===== config.mk =====
export PLATFORM = sky130hd
export DESIGN_NAME = tsed_ram
export DESIGN_NICKNAME = d
export VERILOG_FILES = /design/src/rtl/core/tsed_ram.sv
export SDC_FILE = /design/constraint.sdc
export NUM_CORES = 1
export LEC_CHECK = 0
export ABC_AREA = 1
export BUFFER_PORTS_ARGS = -buffer_cell sky130_fd_sc_hd__buf_2
export CORE_ASPECT_RATIO = 1.4
export CORE_UTILIZATION = 63
export DETAILED_ROUTE_END_ITERATION = 8
export GPL_TIMING_DRIVEN = 0
export PLACE_DENSITY = 0.8
export SYNTH_ARGS = -nofsm -noshare
export SYNTH_HDL_FRONTEND = slang
export SYNTH_SLANG_ARGS = --single-unit

===== constraint.sdc =====
create_clock -name clock -period 2.2 [get_ports clock]
set_input_delay 0.22 -clock clock [delete_from_list [all_inputs] [get_ports clock]]
set_output_delay 0.22 -clock clock [all_outputs]
set_load 0.03 [all_outputs]

===== src/rtl/core/tsed_ram.sv =====
// generic single write port, single read port ram with registered read
// no dependencies

module tsed_ram #(
   parameter int WIDTH = 8,
   parameter int DEPTH = 64
) (
   input  logic                                   clock,
   input  logic                                   wr_en,
   input  logic [((DEPTH > 1) ? $clog2(DEPTH) : 1)-1:0] wr_addr,
   input  logic [WIDTH-1:0]                       wr_data,
   input  logic                                   rd_en,
   input  logic [((DEPTH > 1) ? $clog2(DEPTH) : 1)-1:0] rd_addr,
   output logic [WIDTH-1:0]                       rd_data
);

   logic [WIDTH-1:0] mem_ff [DEPTH];
   logic [WIDTH-1:0] rd_data_ff;

   always_ff @(posedge clock) begin
      if (wr_en) begin
         mem_ff[wr_addr] <= wr_data;
      end
      if (rd_en) begin
         rd_data_ff <= mem_ff[rd_addr];
      end
   end

   assign rd_data = rd_data_ff;

endmodule


==> flow_summary.toml <==
[outcome]
outcome = "finished with violations"
violations = "capacitance limit, slew limit, setup timing"

[synthesis]
synthCells = 1805
synth_nets = 1828
synth.avg_cell_area_um2 = 11.9
async_reset_ff_share_pct = 0
synth_edf_count = 520
syn_area_mm2 = 0.0214
ys_ff_latch = 520
netlist_top_cells_count = "nand2_1, edfxtp_1, nand3_1, nor2_1, buf_2"
yosys_warnings = 0
synth_ff_type = "edfxtp_1"
yosysSeqAreaShare_pct = 72.9
synthTopCellsByArea = "edfxtp_1, nand2_1, nand3_1"
yosysMostFrequentCell = "nand2_1"
synthDistinctLibCells = 15
yosysTopAreaCell = "edfxtp_1"
synth.top_cell.area_share_pct = 72.9

[timing]
fmax_mhz = 443
clock_skew_ns = 0.0234
period_needed_ns = 2.26
setup_ws_ns = -0.0563
relSlewSlack_pct = -1.64
fin_tns_setup_ns = -0.733
hold_viol = 0
rsz0062_at_grt = "true"
worst_slew_pin_slew_ns = 1.52
fin_crit_sh_pct = 103
slew_viol_final = 65
finalSetupViolations = 24

[hold_path]
min_path_type = "primary input to flip-flop"
hp-start = "rd_en"

[power]
p_leak_nw = 8.63
power_density_mw_per_mm2 = 877
power_mw = 20.9
ir_worst_vdd_mv = 0.875

[routing]
drc_errors = 0
via_per_inst = 6.28
drt-wirelength-per-cell_um = 26.4
firstDrtPassIters = 5
drtIter0Drc = 1963
vias = 14859
wl_um = 62500
ant_nets = 0

[placement]
placed_cell_area_mm2 = 0.0222
gp_congestion = 1.05
dp_hpwl_um = 41000
port_buffers = 22

[cells_and_area]
multiInputGateArea_mm2 = 0.00500
final_core_util_pct = 71.4
nets = 1907
filler_cell_count = 2216
drive_above_1_share_pct = 10.7
fin_area_mm2 = 0.0238
seq_area_mm2 = 0.0156
syn_to_final_growth_pct = 11.1

[clocking]
clkLatencyLatePin_ns = 0.58
post_cts_buffers = 0
clk_pin_slew_ns = 0.07
cts_resized = 0
cts_tree = "yes"
cts_buffer_depth = 3
clock_sinks = 520
htree_levels = 2
clock-root-buffer = "clkbuf_16"
numCtsBuffers = 46
hold_buffers = 0

[setup_path]
required_ns = 2.39
crit_path_top_delay_cell = "nor2_1"
r2r-start = "mem_ff[58][6]"
critPathArrivalTime_ns = 2.44
rrSetupSlack_ns = 0.56
crit_start = "wr_addr[0]"
cp_num_buf_inv = 2
worstSetupEndpointType = "flip-flop"
crit_fanout = 9
startpoint_type = "primary input"
worstPathCellList = "clkbuf_1 > inv_1 > nand4_1 > nor2_1"
crit_type = "primary input to flip-flop"
max_stage_delay_ns = 0.94
crit_family = "simple AND/OR/NAND/NOR gates"

[die]
fp.dieW_um = 158
rows = 79
fp.dieH_um = 220
pin_count = 31
die-area_mm2 = 0.0348
coreArea_mm2 = 0.0333
start_util_pct = 64.3

[grt]
grt_pass1_wl_um = 90100
grt_max_degree = 65
grt_use_total_pct = 37.4
grt_pass1_vias = 14261
antenna_found_initial = 1
overflow = 0

[job]
cap_viol_max_count = 1
registers in the layout, summed over array words and instances (netlist names):
register  count
rd_data       8
mem_ff      512
cell families (layout without fill, tap and decap cells):
group	after synthesis	after routing	share of synthesized area (%)
AND/OR/NAND/NOR	1160	1160	23.1
flip-flops	520	520	72.9
buffers and inverters	125	241	4.01
other	0	1	0
metrics by stage:
stage          cells  worst slack [ns]  hold slack, ns
3_3_place_gp    2272            -0.710           0.598
4_1_cts         2365             0.106          0.0175
6_report        2367           -0.0563          0.0301
2_1_floorplan   1805             0.214           0.319
3_5_place_dp    2280            -0.470           0.605
5_1_grt         2367           -0.0454          0.0140
layout make-up:
cell class | instances | share of cell area, %
tap | 445 | 2.34
clock buffer | 53 | 5.22
buffer | 113 | 3.40
sequential | 520 | 65.6
clock inverter | 32 | 1.36
inverter | 12 | 0.210
antenna | 1 | 0.0105
multi-input combinational | 1160 | 21.0
timing repair buffer | 31 | 0.810
power by group:
| part | switching [mW] | internal, mW |
|---|---|---|
| clock | 3.56 | 4.76 |
| sequential | 0.0237 | 11.0 |
| combinational | 1.14 | 0.373 |
layer usage:
| metal | global-route usage [%] | part of all wire, % |
|---|---|---|
| met5 | 0 | 0 |
| met3 | 5.31 | 9.6 |
| met1 | 45.0 | 33 |
| met2 | 62.7 | 50 |
| met4 | 25.9 | 7.7 |
path summary, 6_finish.rpt:
path,end,cells past startpoint
setup reg to reg,rd_data[6],8
hold reg to reg,rd_data[7],8
setup / recovery,mem_ff[14][4],4
hold / removal,rd_data[0],1
worst reg2reg max path: stages, from the launching register on:
cell and delay (ns):
edfxtp_1 0.37, nand2_1 0.07, nand3_1 0.09, nand3_1 0.28
nand2_1 0.10, nand2_1 0.06, nand3_1 0.10, nand3_1 0.15
nand2_1 0.14
placed cells by master, fill, tap and decap left out, types with 2 or more instances in the layout:
cell / instances
nand2_1: 648
edfxtp_1: 520
nand3_1: 439
buf_2: 58
nor2_1: 53
clkbuf_16: 49
buf_6: 35
buf_4: 23
clkbuf_1: 19
clkinv_2: 11
inv_1: 10
buf_1: 10
nand4_1: 9
nor4_2: 8
clkinvlp_4: 7
clkinv_1: 7
bufinv_16: 6
nor2_2: 3
buf_8: 2
Note: power is estimated with default switching activity, not from simulation.
