### src/rtl/core/tsed_pkg.sv
// shared types and constants of the threshold spike event detector
// no dependencies; imported by every module of the block except tsed_ram

package tsed_pkg;

   localparam int CHANNELS = 64;
   localparam int CH_W     = 6;
   localparam int CH_AW    = (CHANNELS > 1) ? $clog2(CHANNELS) : 1;

   localparam int CSR_AW = 3;
   localparam int CSR_DW = 64;
   localparam logic [CSR_AW-1:0] CSR_ADDR_REPORT_MASK = CSR_AW'(0);
   localparam logic [CSR_DW-1:0] REPORT_MASK_RESET    = '1;

   localparam logic [15:0] WIDTH_MAX = 16'hFFFF;

   typedef struct packed {
      logic [CH_W-1:0]    channel;
      logic [31:0]        sample_time;
      logic signed [15:0] sample_value;
      logic signed [15:0] upper_threshold;
      logic signed [15:0] lower_threshold;
   } sample_item_type;

   typedef struct packed {
      logic               downward;
      logic [31:0]        start_time;
      logic [31:0]        peak_time;
      logic signed [15:0] peak_value;
   } spike_rec_type;

   localparam int REC_W = $bits(spike_rec_type);

   typedef struct packed {
      logic [CH_W-1:0]    event_channel;
      logic [31:0]        peak_time;
      logic [15:0]        spike_width;
      logic signed [15:0] peak_height;
      logic signed [15:0] event_threshold;
   } spike_event_type;

   typedef struct packed {
      logic write;
      logic open_next;
      logic emit;
   } update_ctl_type;

endpackage

### src/rtl/core/tsed_csr.sv
// apb register block holding the per-channel report mask
// depends on tsed_pkg

module tsed_csr (
   input  logic                         clock,
   input  logic                         reset,
   input  logic                         psel,
   input  logic                         penable,
   input  logic                         pwrite,
   input  logic [tsed_pkg::CSR_AW-1:0]  paddr,
   input  logic [tsed_pkg::CSR_DW-1:0]  pwdata,
   output logic [tsed_pkg::CSR_DW-1:0]  prdata,
   output logic                         pready,
   output logic [tsed_pkg::CSR_DW-1:0]  report_mask
);
   import tsed_pkg::*;

   logic [CSR_DW-1:0] mask_ff;
   logic [CSR_DW-1:0] mask_in;
   logic              wr_hit;

   assign pready = 1'b1;
   assign wr_hit = psel && penable && pwrite && pready && (paddr == CSR_ADDR_REPORT_MASK);

   always_comb begin
      mask_in = mask_ff;
      if (wr_hit) begin
         mask_in = pwdata;
      end
   end

   always_ff @(posedge clock) begin
      if (reset) begin
         mask_ff <= REPORT_MASK_RESET;
      end else begin
         mask_ff <= mask_in;
      end
   end

   assign prdata      = (paddr == CSR_ADDR_REPORT_MASK) ? mask_ff : '0;
   assign report_mask = mask_ff;

endmodule

### config.mk
export PLATFORM = sky130hd
export DESIGN_NAME = tsed_csr
export DESIGN_NICKNAME = d
export VERILOG_FILES = /design/src/rtl/core/tsed_pkg.sv /design/src/rtl/core/tsed_csr.sv
export SDC_FILE = /design/constraint.sdc
export NUM_CORES = 1
export LEC_CHECK = 0
export BUFFER_PORTS_ARGS = -buffer_cell sky130_fd_sc_hd__buf_2
export CAP_MARGIN = 5
export CORE_MARGIN = 2
export CORE_UTILIZATION = 42
export CTS_CLUSTER_DIAMETER = 120
export CTS_CLUSTER_SIZE = 10
export DETAILED_ROUTE_END_ITERATION = 10
export PLACE_DENSITY_LB_ADDON = 0.08
export SLEW_MARGIN = 10
export SYNTH_ARGS = -nofsm -noshare
export SYNTH_HDL_FRONTEND = slang
export SYNTH_SLANG_ARGS = --single-unit
### constraint.sdc
create_clock -name clock -period 1.45 [get_ports clock]
set_input_delay 0.0725 -clock clock [delete_from_list [all_inputs] [get_ports clock]]
set_output_delay 0.0725 -clock clock [all_outputs]
set_load 0.05 [all_outputs]
==> summary.txt <==
Post-route ant nets - 0
Starting Density - 43.83%
Tightest Pin Transition - 1.062 ns
Tcrit/Tclk final - 91.20%
Post_cts resized - 0
Status - complete, no violations
Hold Path Depth - 3
FMAX - 756.2 MHz
CTS Buf Count - 9
Synth cell count leaders - 65 x and2_1, 64 x dfxtp_1, 61 x o21ai_0, 34 x inv_1
Routed WL - 8707 µm
Fin Hold WS - 0.01214 ns
Total congestion overflow - 0
Pin count of the biggest net entering global routing - 99
Most frequent cell after synthesis - and2_1
Clk buf depth - 2
DRT iter0 DRCs - 139
CTS Root Cell - clkbuf_8
R2r startpoint - report_mask[46]$_SDFFE_PP1P_
Clock sink count - 64
Hpwl dp - 5508 µm
Tmin final - 1.322 ns
Worst-skew pair later-pin latency - 0.32 ns
Vias/cell - 5.098
Leak Pwr - 2.035 nW
Max Cap Viol - 0
Slew HR - 29.21%
Initial DRT Pass Iterations - 4
Post-synth EDFFs - 0
Final hold violations - 0
CTS tree - yes
Core footprint - 0.006869 mm²
Die Ht - 88.66 µm
Yosys cell types - 19
CP Capture Type - primary output
Register area share after synthesis - 42.56%
Post-route DRC - 0
Clock transition at path regs - 0.07 ns
RSZ-0062 raised after global routing - false
Port bufs - 199
Crit Path Category - primary input to primary output
Post-Synthesis Cells - 370
Seq cells post-synth - 64
Syn. warnings - 0
VDD IR max - 0.4603 mV
HP Class - primary input to flip-flop
Max reg flops - 64
Tot GR Track Use - 20.09%
Ys flop type - dfxtp_1
Worst Skew - 0 ns
Required time worst endpoint - 1.38 ns
Initial antenna violation count - 0
Synth area leader - dfxtp_1
Worst reg2reg path depth - 2
R2r setup slk - 0.79 ns
Synth top area share - 42.56%
Share of post-route cells with drive strength above 1 - 38.80%
Arr. time, crit path - 1.25 ns
Post-Route Setup TNS - 0 ns
Placement Rows - 30
Via count - 3,380
Nets - 634
Die Area - 0.007861 mm²
# IOs - 201
Hold path start - pwdata[59]
Vias in the first global route - 2,727
# diodes - 0
Cell area after synthesis - 0.003010 mm²
Worst Hold Path EP - report_mask[59]$_SDFFE_PP1P_
Syn_nets - 442
First-pass GRT wire length - 12,560 µm
Die extent in x - 88.66 µm
GP Congestion - 0.7349
Overall Power - 0.004263 W
Pwr dens - 961.4 mW/mm²
Crit-path max FO - 94
FFs w/ async S/R, synth - 0%
Post-Syn Area per Cell - 8.136 µm²
Routed len/inst - 13.13 µm
Final setup violating endpoints - 0
Area Growth Syn to Fin - 47.30%
Startpoint type of the worst setup path - primary input
Reg-to-Reg End - report_mask[46]$_SDFFE_PP1P_
H-tree levels - 3
Max-slew violation count - 0
Largest cells by area after synthesis - dfxtp_1 43%, and2_1 14%, o21ai_0 10%, nand4_1 6.2%, o311ai_1 6.1%
worst max-delay path, stage by stage:
cell and delay (ns):
buf_2 0.11, nor3_2 0.27, buf_12 0.33, and2_1 0.19, buf_2 0.27
placed cells by master, fill, tap and decap left out, drive strengths merged:
master	n
buf	204
and2	65
dfxtp	64
o21ai	64
inv	34
o311ai	34
nand3	31
nand4	30
dlygate4sd3	21
clkbuf	13
bufinv	2
clkinv	2
nor3	1
or3	1
conb	1
worst max path at each step:
stage	from	endpoint	slack [ns]	depth (start not counted)
final	paddr[1]	prdata[31]	0.13	5
after CTS	paddr[1]	prdata[39]	0.12	5
after detailed placement	paddr[1]	report_mask[9]$_SDFFE_PP1P_	0.03	5
after floorplan	paddr[1]	prdata[33]	0.14	4
after global placement	paddr[1]	report_mask[25]$_SDFFE_PP1P_	0.07	5
after global routing	paddr[1]	prdata[39]	0.05	5
area by class of cell:
cell class | count | area [µm²]
sequential | 64 | 1281
clock inverter | 3 | 65.06
clock buffer | 13 | 148.9
fill | 622 | 2435
multi-input combinational | 227 | 1394
inverter | 35 | 131.4
timing repair buffer | 225 | 1294
tap | 96 | 120.1
where the power goes:
group	switching [W]	internal, W	leakage, nW
clock	0.000616	0.00102	0.108
sequential	0.0000148	0.00178	0.519
combinational	0.000585	0.000251	1.41
metrics by stage:
step / util (%) / instances / area [µm²] / worst slack (ns)
3_3_place_gp: 58.38 / 626 / 4010 / 0.07483
2_1_floorplan: - / 370 / 3010 / 0.1378
3_5_place_dp: 58.38 / 626 / 4010 / 0.02616
5_1_grt: 64.55 / 663 / 4434 / 0.04527
6_report: 64.55 / 663 / 4434 / 0.1276
4_1_cts: 64.55 / 663 / 4434 / 0.1220
cells by family after synthesis:
group                  after synthesis  share of synthesized area [%]
AOI/OAI and AO/OA                   98                          20.53
buffers and inverters               79                          11.51
DFF                                 64                          42.56
other                                1                         0.1246
and+or+nand+nor                    128                          25.27
layer usage:
metal	global-route usage [%]	share of wire (%)
met5	0	0
met4	7.163	1.2
met1	23.78	41
met3	4.571	6.4
met2	35.48	52
what timing repair did:
action | CTS | global route
hold buffers | 21 | 0
hold endpoints to repair | 21 | 0
setup buffers | 0 | 0
No activity file was read; power rests on OpenSTA's default activity.
