### src/rtl/core/tsed_pkg.sv
// shared types and constants of the threshold spike event detector
// no dependencies; imported by every module of the block except tsed_ram

package tsed_pkg;

   localparam int CHANNELS = 64;
   localparam int CH_W     = 6;
   localparam int CH_AW    = (CHANNELS > 1) ? $clog2(CHANNELS) : 1;

   localparam int CSR_AW = 3;
   localparam int CSR_DW = 64;
   localparam logic [CSR_AW-1:0] CSR_ADDR_REPORT_MASK = CSR_AW'(0);
   localparam logic [CSR_DW-1:0] REPORT_MASK_RESET    = '1;

   localparam logic [15:0] WIDTH_MAX = 16'hFFFF;

   typedef struct packed {
      logic [CH_W-1:0]    channel;
      logic [31:0]        sample_time;
      logic signed [15:0] sample_value;
      logic signed [15:0] upper_threshold;
      logic signed [15:0] lower_threshold;
   } sample_item_type;

   typedef struct packed {
      logic               downward;
      logic [31:0]        start_time;
      logic [31:0]        peak_time;
      logic signed [15:0] peak_value;
   } spike_rec_type;

   localparam int REC_W = $bits(spike_rec_type);

   typedef struct packed {
      logic [CH_W-1:0]    event_channel;
      logic [31:0]        peak_time;
      logic [15:0]        spike_width;
      logic signed [15:0] peak_height;
      logic signed [15:0] event_threshold;
   } spike_event_type;

   typedef struct packed {
      logic write;
      logic open_next;
      logic emit;
   } update_ctl_type;

endpackage

### src/rtl/core/tsed_update.sv
// read-modify-write datapath: open, track peak, close and build the event
// depends on tsed_pkg

module tsed_update (
   input  tsed_pkg::sample_item_type item,
   input  logic                      rec_open,
   input  tsed_pkg::spike_rec_type   rec_cur,
   input  logic                      mask_bit,
   output tsed_pkg::update_ctl_type  ctl,
   output tsed_pkg::spike_rec_type   rec_next,
   output tsed_pkg::spike_event_type evt
);
   import tsed_pkg::*;

   logic               in_range;
   logic signed [18:0] y_x5;
   logic signed [18:0] up_x4;
   logic signed [18:0] dn_x4;
   logic               closing;
   logic signed [15:0] thr;
   logic [31:0]        dur;

   assign in_range = ({1'b0, item.channel} < (CH_W+1)'(CHANNELS));

   // exact 0.8 test: 5*y against 4*thr
   assign y_x5  = (19'(item.sample_value) <<< 2) + 19'(item.sample_value);
   assign up_x4 = 19'(item.upper_threshold) <<< 2;
   assign dn_x4 = 19'(item.lower_threshold) <<< 2;

   always_comb begin
      rec_next = rec_cur;
      closing  = 1'b0;
      thr      = item.upper_threshold;
      ctl      = '{write: 1'b0, open_next: rec_open, emit: 1'b0};
      if (in_range) begin
         ctl.write = 1'b1;
         if (rec_open) begin
            if (rec_cur.downward) begin
               if (item.sample_value < rec_cur.peak_value) begin
                  rec_next.peak_value = item.sample_value;
                  rec_next.peak_time  = item.sample_time;
               end else if (y_x5 > dn_x4) begin
                  closing = 1'b1;
                  thr     = item.lower_threshold;
               end
            end else begin
               if (item.sample_value > rec_cur.peak_value) begin
                  rec_next.peak_value = item.sample_value;
                  rec_next.peak_time  = item.sample_time;
               end else if (y_x5 < up_x4) begin
                  closing = 1'b1;
                  thr     = item.upper_threshold;
               end
            end
            ctl.open_next = !closing;
            ctl.emit      = closing && mask_bit;
         end else if ((item.sample_value > item.upper_threshold) ||
                      (item.sample_value < item.lower_threshold)) begin
            // upward test wins when both thresholds are crossed
            ctl.open_next       = 1'b1;
            rec_next.downward   = !(item.sample_value > item.upper_threshold);
            rec_next.start_time = item.sample_time;
            rec_next.peak_time  = item.sample_time;
            rec_next.peak_value = item.sample_value;
         end
      end
   end

   assign dur = item.sample_time - rec_cur.start_time;

   always_comb begin
      evt.event_channel   = item.channel;
      evt.peak_time       = rec_cur.peak_time;
      evt.spike_width     = (|dur[31:16]) ? WIDTH_MAX : dur[15:0];
      evt.peak_height     = rec_cur.peak_value;
      evt.event_threshold = thr;
   end

endmodule

### config.mk
export PLATFORM = sky130hd
export DESIGN_NAME = tsed_update
export DESIGN_NICKNAME = d
export VERILOG_FILES = /design/src/rtl/core/tsed_pkg.sv /design/src/rtl/core/tsed_update.sv
export SDC_FILE = /design/constraint.sdc
export NUM_CORES = 1
export LEC_CHECK = 0
export BUFFER_PORTS_ARGS = -buffer_cell sky130_fd_sc_hd__buf_2
export CAP_MARGIN = 20
export CELL_PAD_IN_SITES_DETAIL_PLACEMENT = 0
export CELL_PAD_IN_SITES_GLOBAL_PLACEMENT = 1
export CORE_ASPECT_RATIO = 1.1
export CORE_MARGIN = 4
export CORE_UTILIZATION = 29
export DETAILED_ROUTE_END_ITERATION = 16
export PLACE_DENSITY = 0.78
export SYNTH_ARGS = -nofsm -noshare
export SYNTH_HDL_FRONTEND = slang
export SYNTH_SLANG_ARGS = --single-unit
### constraint.sdc
create_clock -name vclk -period 3.72
set_clock_uncertainty 0.15 [all_clocks]
set_input_delay 0.186 -clock vclk [all_inputs]
set_output_delay 0.186 -clock vclk [all_outputs]
set_load 0.01 [all_outputs]
==> results.md <==
- WL/cell: 16.5 um
- Sequential cell area fraction in the yosys report: 0%
- LEAKAGE: 5.11 nW
- HP Class: input port to output port
- Unrepaired setup endpoints after global routing: yes
- Die H: 162 um
- Status: finished, violations left
- Grt total ovfl: 0
- Avg Cell Area, Syn: 7.11 sq um
- Total chip power: 0.00182 W
- Drt initial violations: 287
- CP bufs+invs: 4
- Final worst slack: -0.541 ns
- CP delay by family, top: compound AO/OA/AOI/OAI gates
- Setup TNS: -8.69 ns
- CP endpoint kind: output port
- DP HPWL: 21.6 mm
- First-pass GRT wire length: 38.6 mm
- Setup violators final: 18
- Period utilization: 115%
- Hold path depth: 0
- I/O Buffers: 326
- Placed instance area: 8780 sq um
- Critical Path Start Type: input port
- DR DRC count: 0
- Antenna violations before repair: 1
- Final Slew Violations: 0
- Nets@finish: 1,555
- Maximum fanout along the worst path: 9
- Cell count after placement: 1,528
- Synth Instances: 880
- Vias: 7,760
- CP max stage delay: 0.39 ns
- Crit-path cells: buf_8 -> ha_4 -> inv_2 -> fa_2 -> nor2b_1 -> o21ai_2 -> a21oi_2 -> o21ai_2 -> a21oi_2 -> o2111ai_2 -> and3b_2 -> o31a_1 -> xnor2_2 -> ha_1 -> nand4_1 -> nor2_1 -> nand3_1 -> nand4_1 -> a211oi_4 -> buf_12 -> mux2_2 -> buf_6
- Sequential cell count: 0
- DRT Pass-1 Iters: 4
- Slowest cell on the critical path: a211oi_4
- Non-filler cells, final: 1,549
- CTS Hold Bufs: 0
- CP Data Required Time: 3.38 ns
- Synthesized area: 6260 sq um
- Worst rel slew slack: 52.4%
- Worst IR Drop VDD: 0.0926 mV
- Fmax achieved: 235 MHz
- Layout cell share with drive strength beyond 1: 48.5%
- Most frequent cells in the layout: buf_2, buf_4, ha_1
- Final ANT Viol Nets: 0
- GPL Wtd Cong: 0.905
- Levels on crit path: 22
- # rows: 56
- Routed vias/inst: 5.01
- Vias in the first global route: 7,628
- Commonest non-fill, non-tap cell in the layout: buf_2
- Reg area: 0 sq um
- Worst Tran Pin Value: 0.709 ns
- Synth top area share: 24.8%
- Yosys warning total: 0
- Dominant cells by area after synthesis: ha_1, mux2_2, buf_4, o21ai_0, inv_1
- Post-route cell area: 9510 sq um
- Initial Utilization: 29.4%
- # IOs: 339
- Worst EP arrival: 3.93 ns
- Synth area leader: ha_1
- P per Cell Area: 192 nW/um^2
- Max-Cap Viols: 0
- Hold Violations, Final: 0
- Die Width: 148 um
- WS Path Type: input port to output port
- Post-route minimum period: 4.26 ns
- Failing checks: negative setup slack
- # clk buffers: 0
- Synth Net Count: 1,175
- GRT Total Usage: 19.3%
- Synth-to-Final Area Change: 52.0%
- Core area: 21,300 sq um
- Largest net degree at the start of global routing: 39
- Synth unique cells: 78
- Drt total wl: 25.5 mm
- DP Worst Slack: -0.796 ns
- Die area: 24,000 sq um
## logic make-up after synthesis
group / count (synthesis) / share of synthesized area [%]
fa+ha+maj: 126 / 25.4
buf+inv: 182 / 14.9
xor+xnor: 27 / 3.78
other cells: 1 / 0.0599
compound gates: 267 / 27.3
simple gates: 222 / 18.8
mux: 55 / 9.79
## power by group
part | leakage, nW | internal, W | switching [W]
clock | 0.00000634 | 0.0000000000359 | 0
sequential | 0 | 0 | 0
combinational | 5.11 | 0.000882 | 0.000940
total | 5.11 | 0.000882 | 0.000940
## layout make-up
cell class | count | area, sq um
Antenna cell | 1 | 2.50
Timing Repair Buffer | 458 | 2920
Tap cell | 290 | 363
Multi-Input combinational cell | 699 | 5840
Fill cell | 2292 | 11800
Inverter | 101 | 384
## what timing repair did
action                     in CTS  in global routing
gates resized for setup        84                 33
gates cloned                    3                  2
setup buffers                  12                  6
setup endpoints to repair      34                 79
pin swaps                      44                 24
## metrics by stage
stage	hold WS [ns]	utilization, %
after detailed placement	0.222	41.2
final	0.222	44.7
after global routing	0.222	44.7
after floorplan	0.314	-
after CTS	0.222	43.9
after global placement	0.222	41.2
## path summary, 6_finish.rpt
kind                 start  endpoint  slack [ns]
setup / recovery  item[32]    evt[0]       -0.54
hold / removal    item[80]   evt[80]        0.22
## Yosys cell counts, types with 3 or more instances
| library cell | number |
|---|---|
| ha_1 | 124 |
| inv_1 | 101 |
| o21ai_0 | 81 |
| nand2_1 | 72 |
| a21oi_1 | 57 |
| buf_4 | 56 |
| mux2_2 | 45 |
| a21o_1 | 40 |
| nor2_1 | 34 |
| nand4_1 | 17 |
| o21a_1 | 17 |
| xnor2_1 | 17 |
| clkbuf_1 | 15 |
| nand3_1 | 15 |
| or4_1 | 15 |
| a31oi_1 | 11 |
| nor3_1 | 10 |
| xor2_1 | 10 |
| nor2b_1 | 9 |
| and3_1 | 8 |
| nand2b_1 | 8 |
| o211ai_1 | 7 |
| a211oi_1 | 6 |
| and2_1 | 5 |
| buf_2 | 5 |
| mux2_1 | 5 |
| mux2i_1 | 5 |
| o21bai_1 | 5 |
| a211o_1 | 4 |
| buf_6 | 4 |
| o2111ai_1 | 4 |
| nand3b_1 | 3 |
| nor4_1 | 3 |
| or2_2 | 3 |
| or3_1 | 3 |
## routing by layer
layer  global-route usage [%]  part of all wire [%]
met2                     35.7                    49
met5                        0                     0
met4                     2.56                   1.6
met1                     25.1                    44
met3                     1.20                   5.3
No activity file was read; power rests on OpenSTA's default activity.
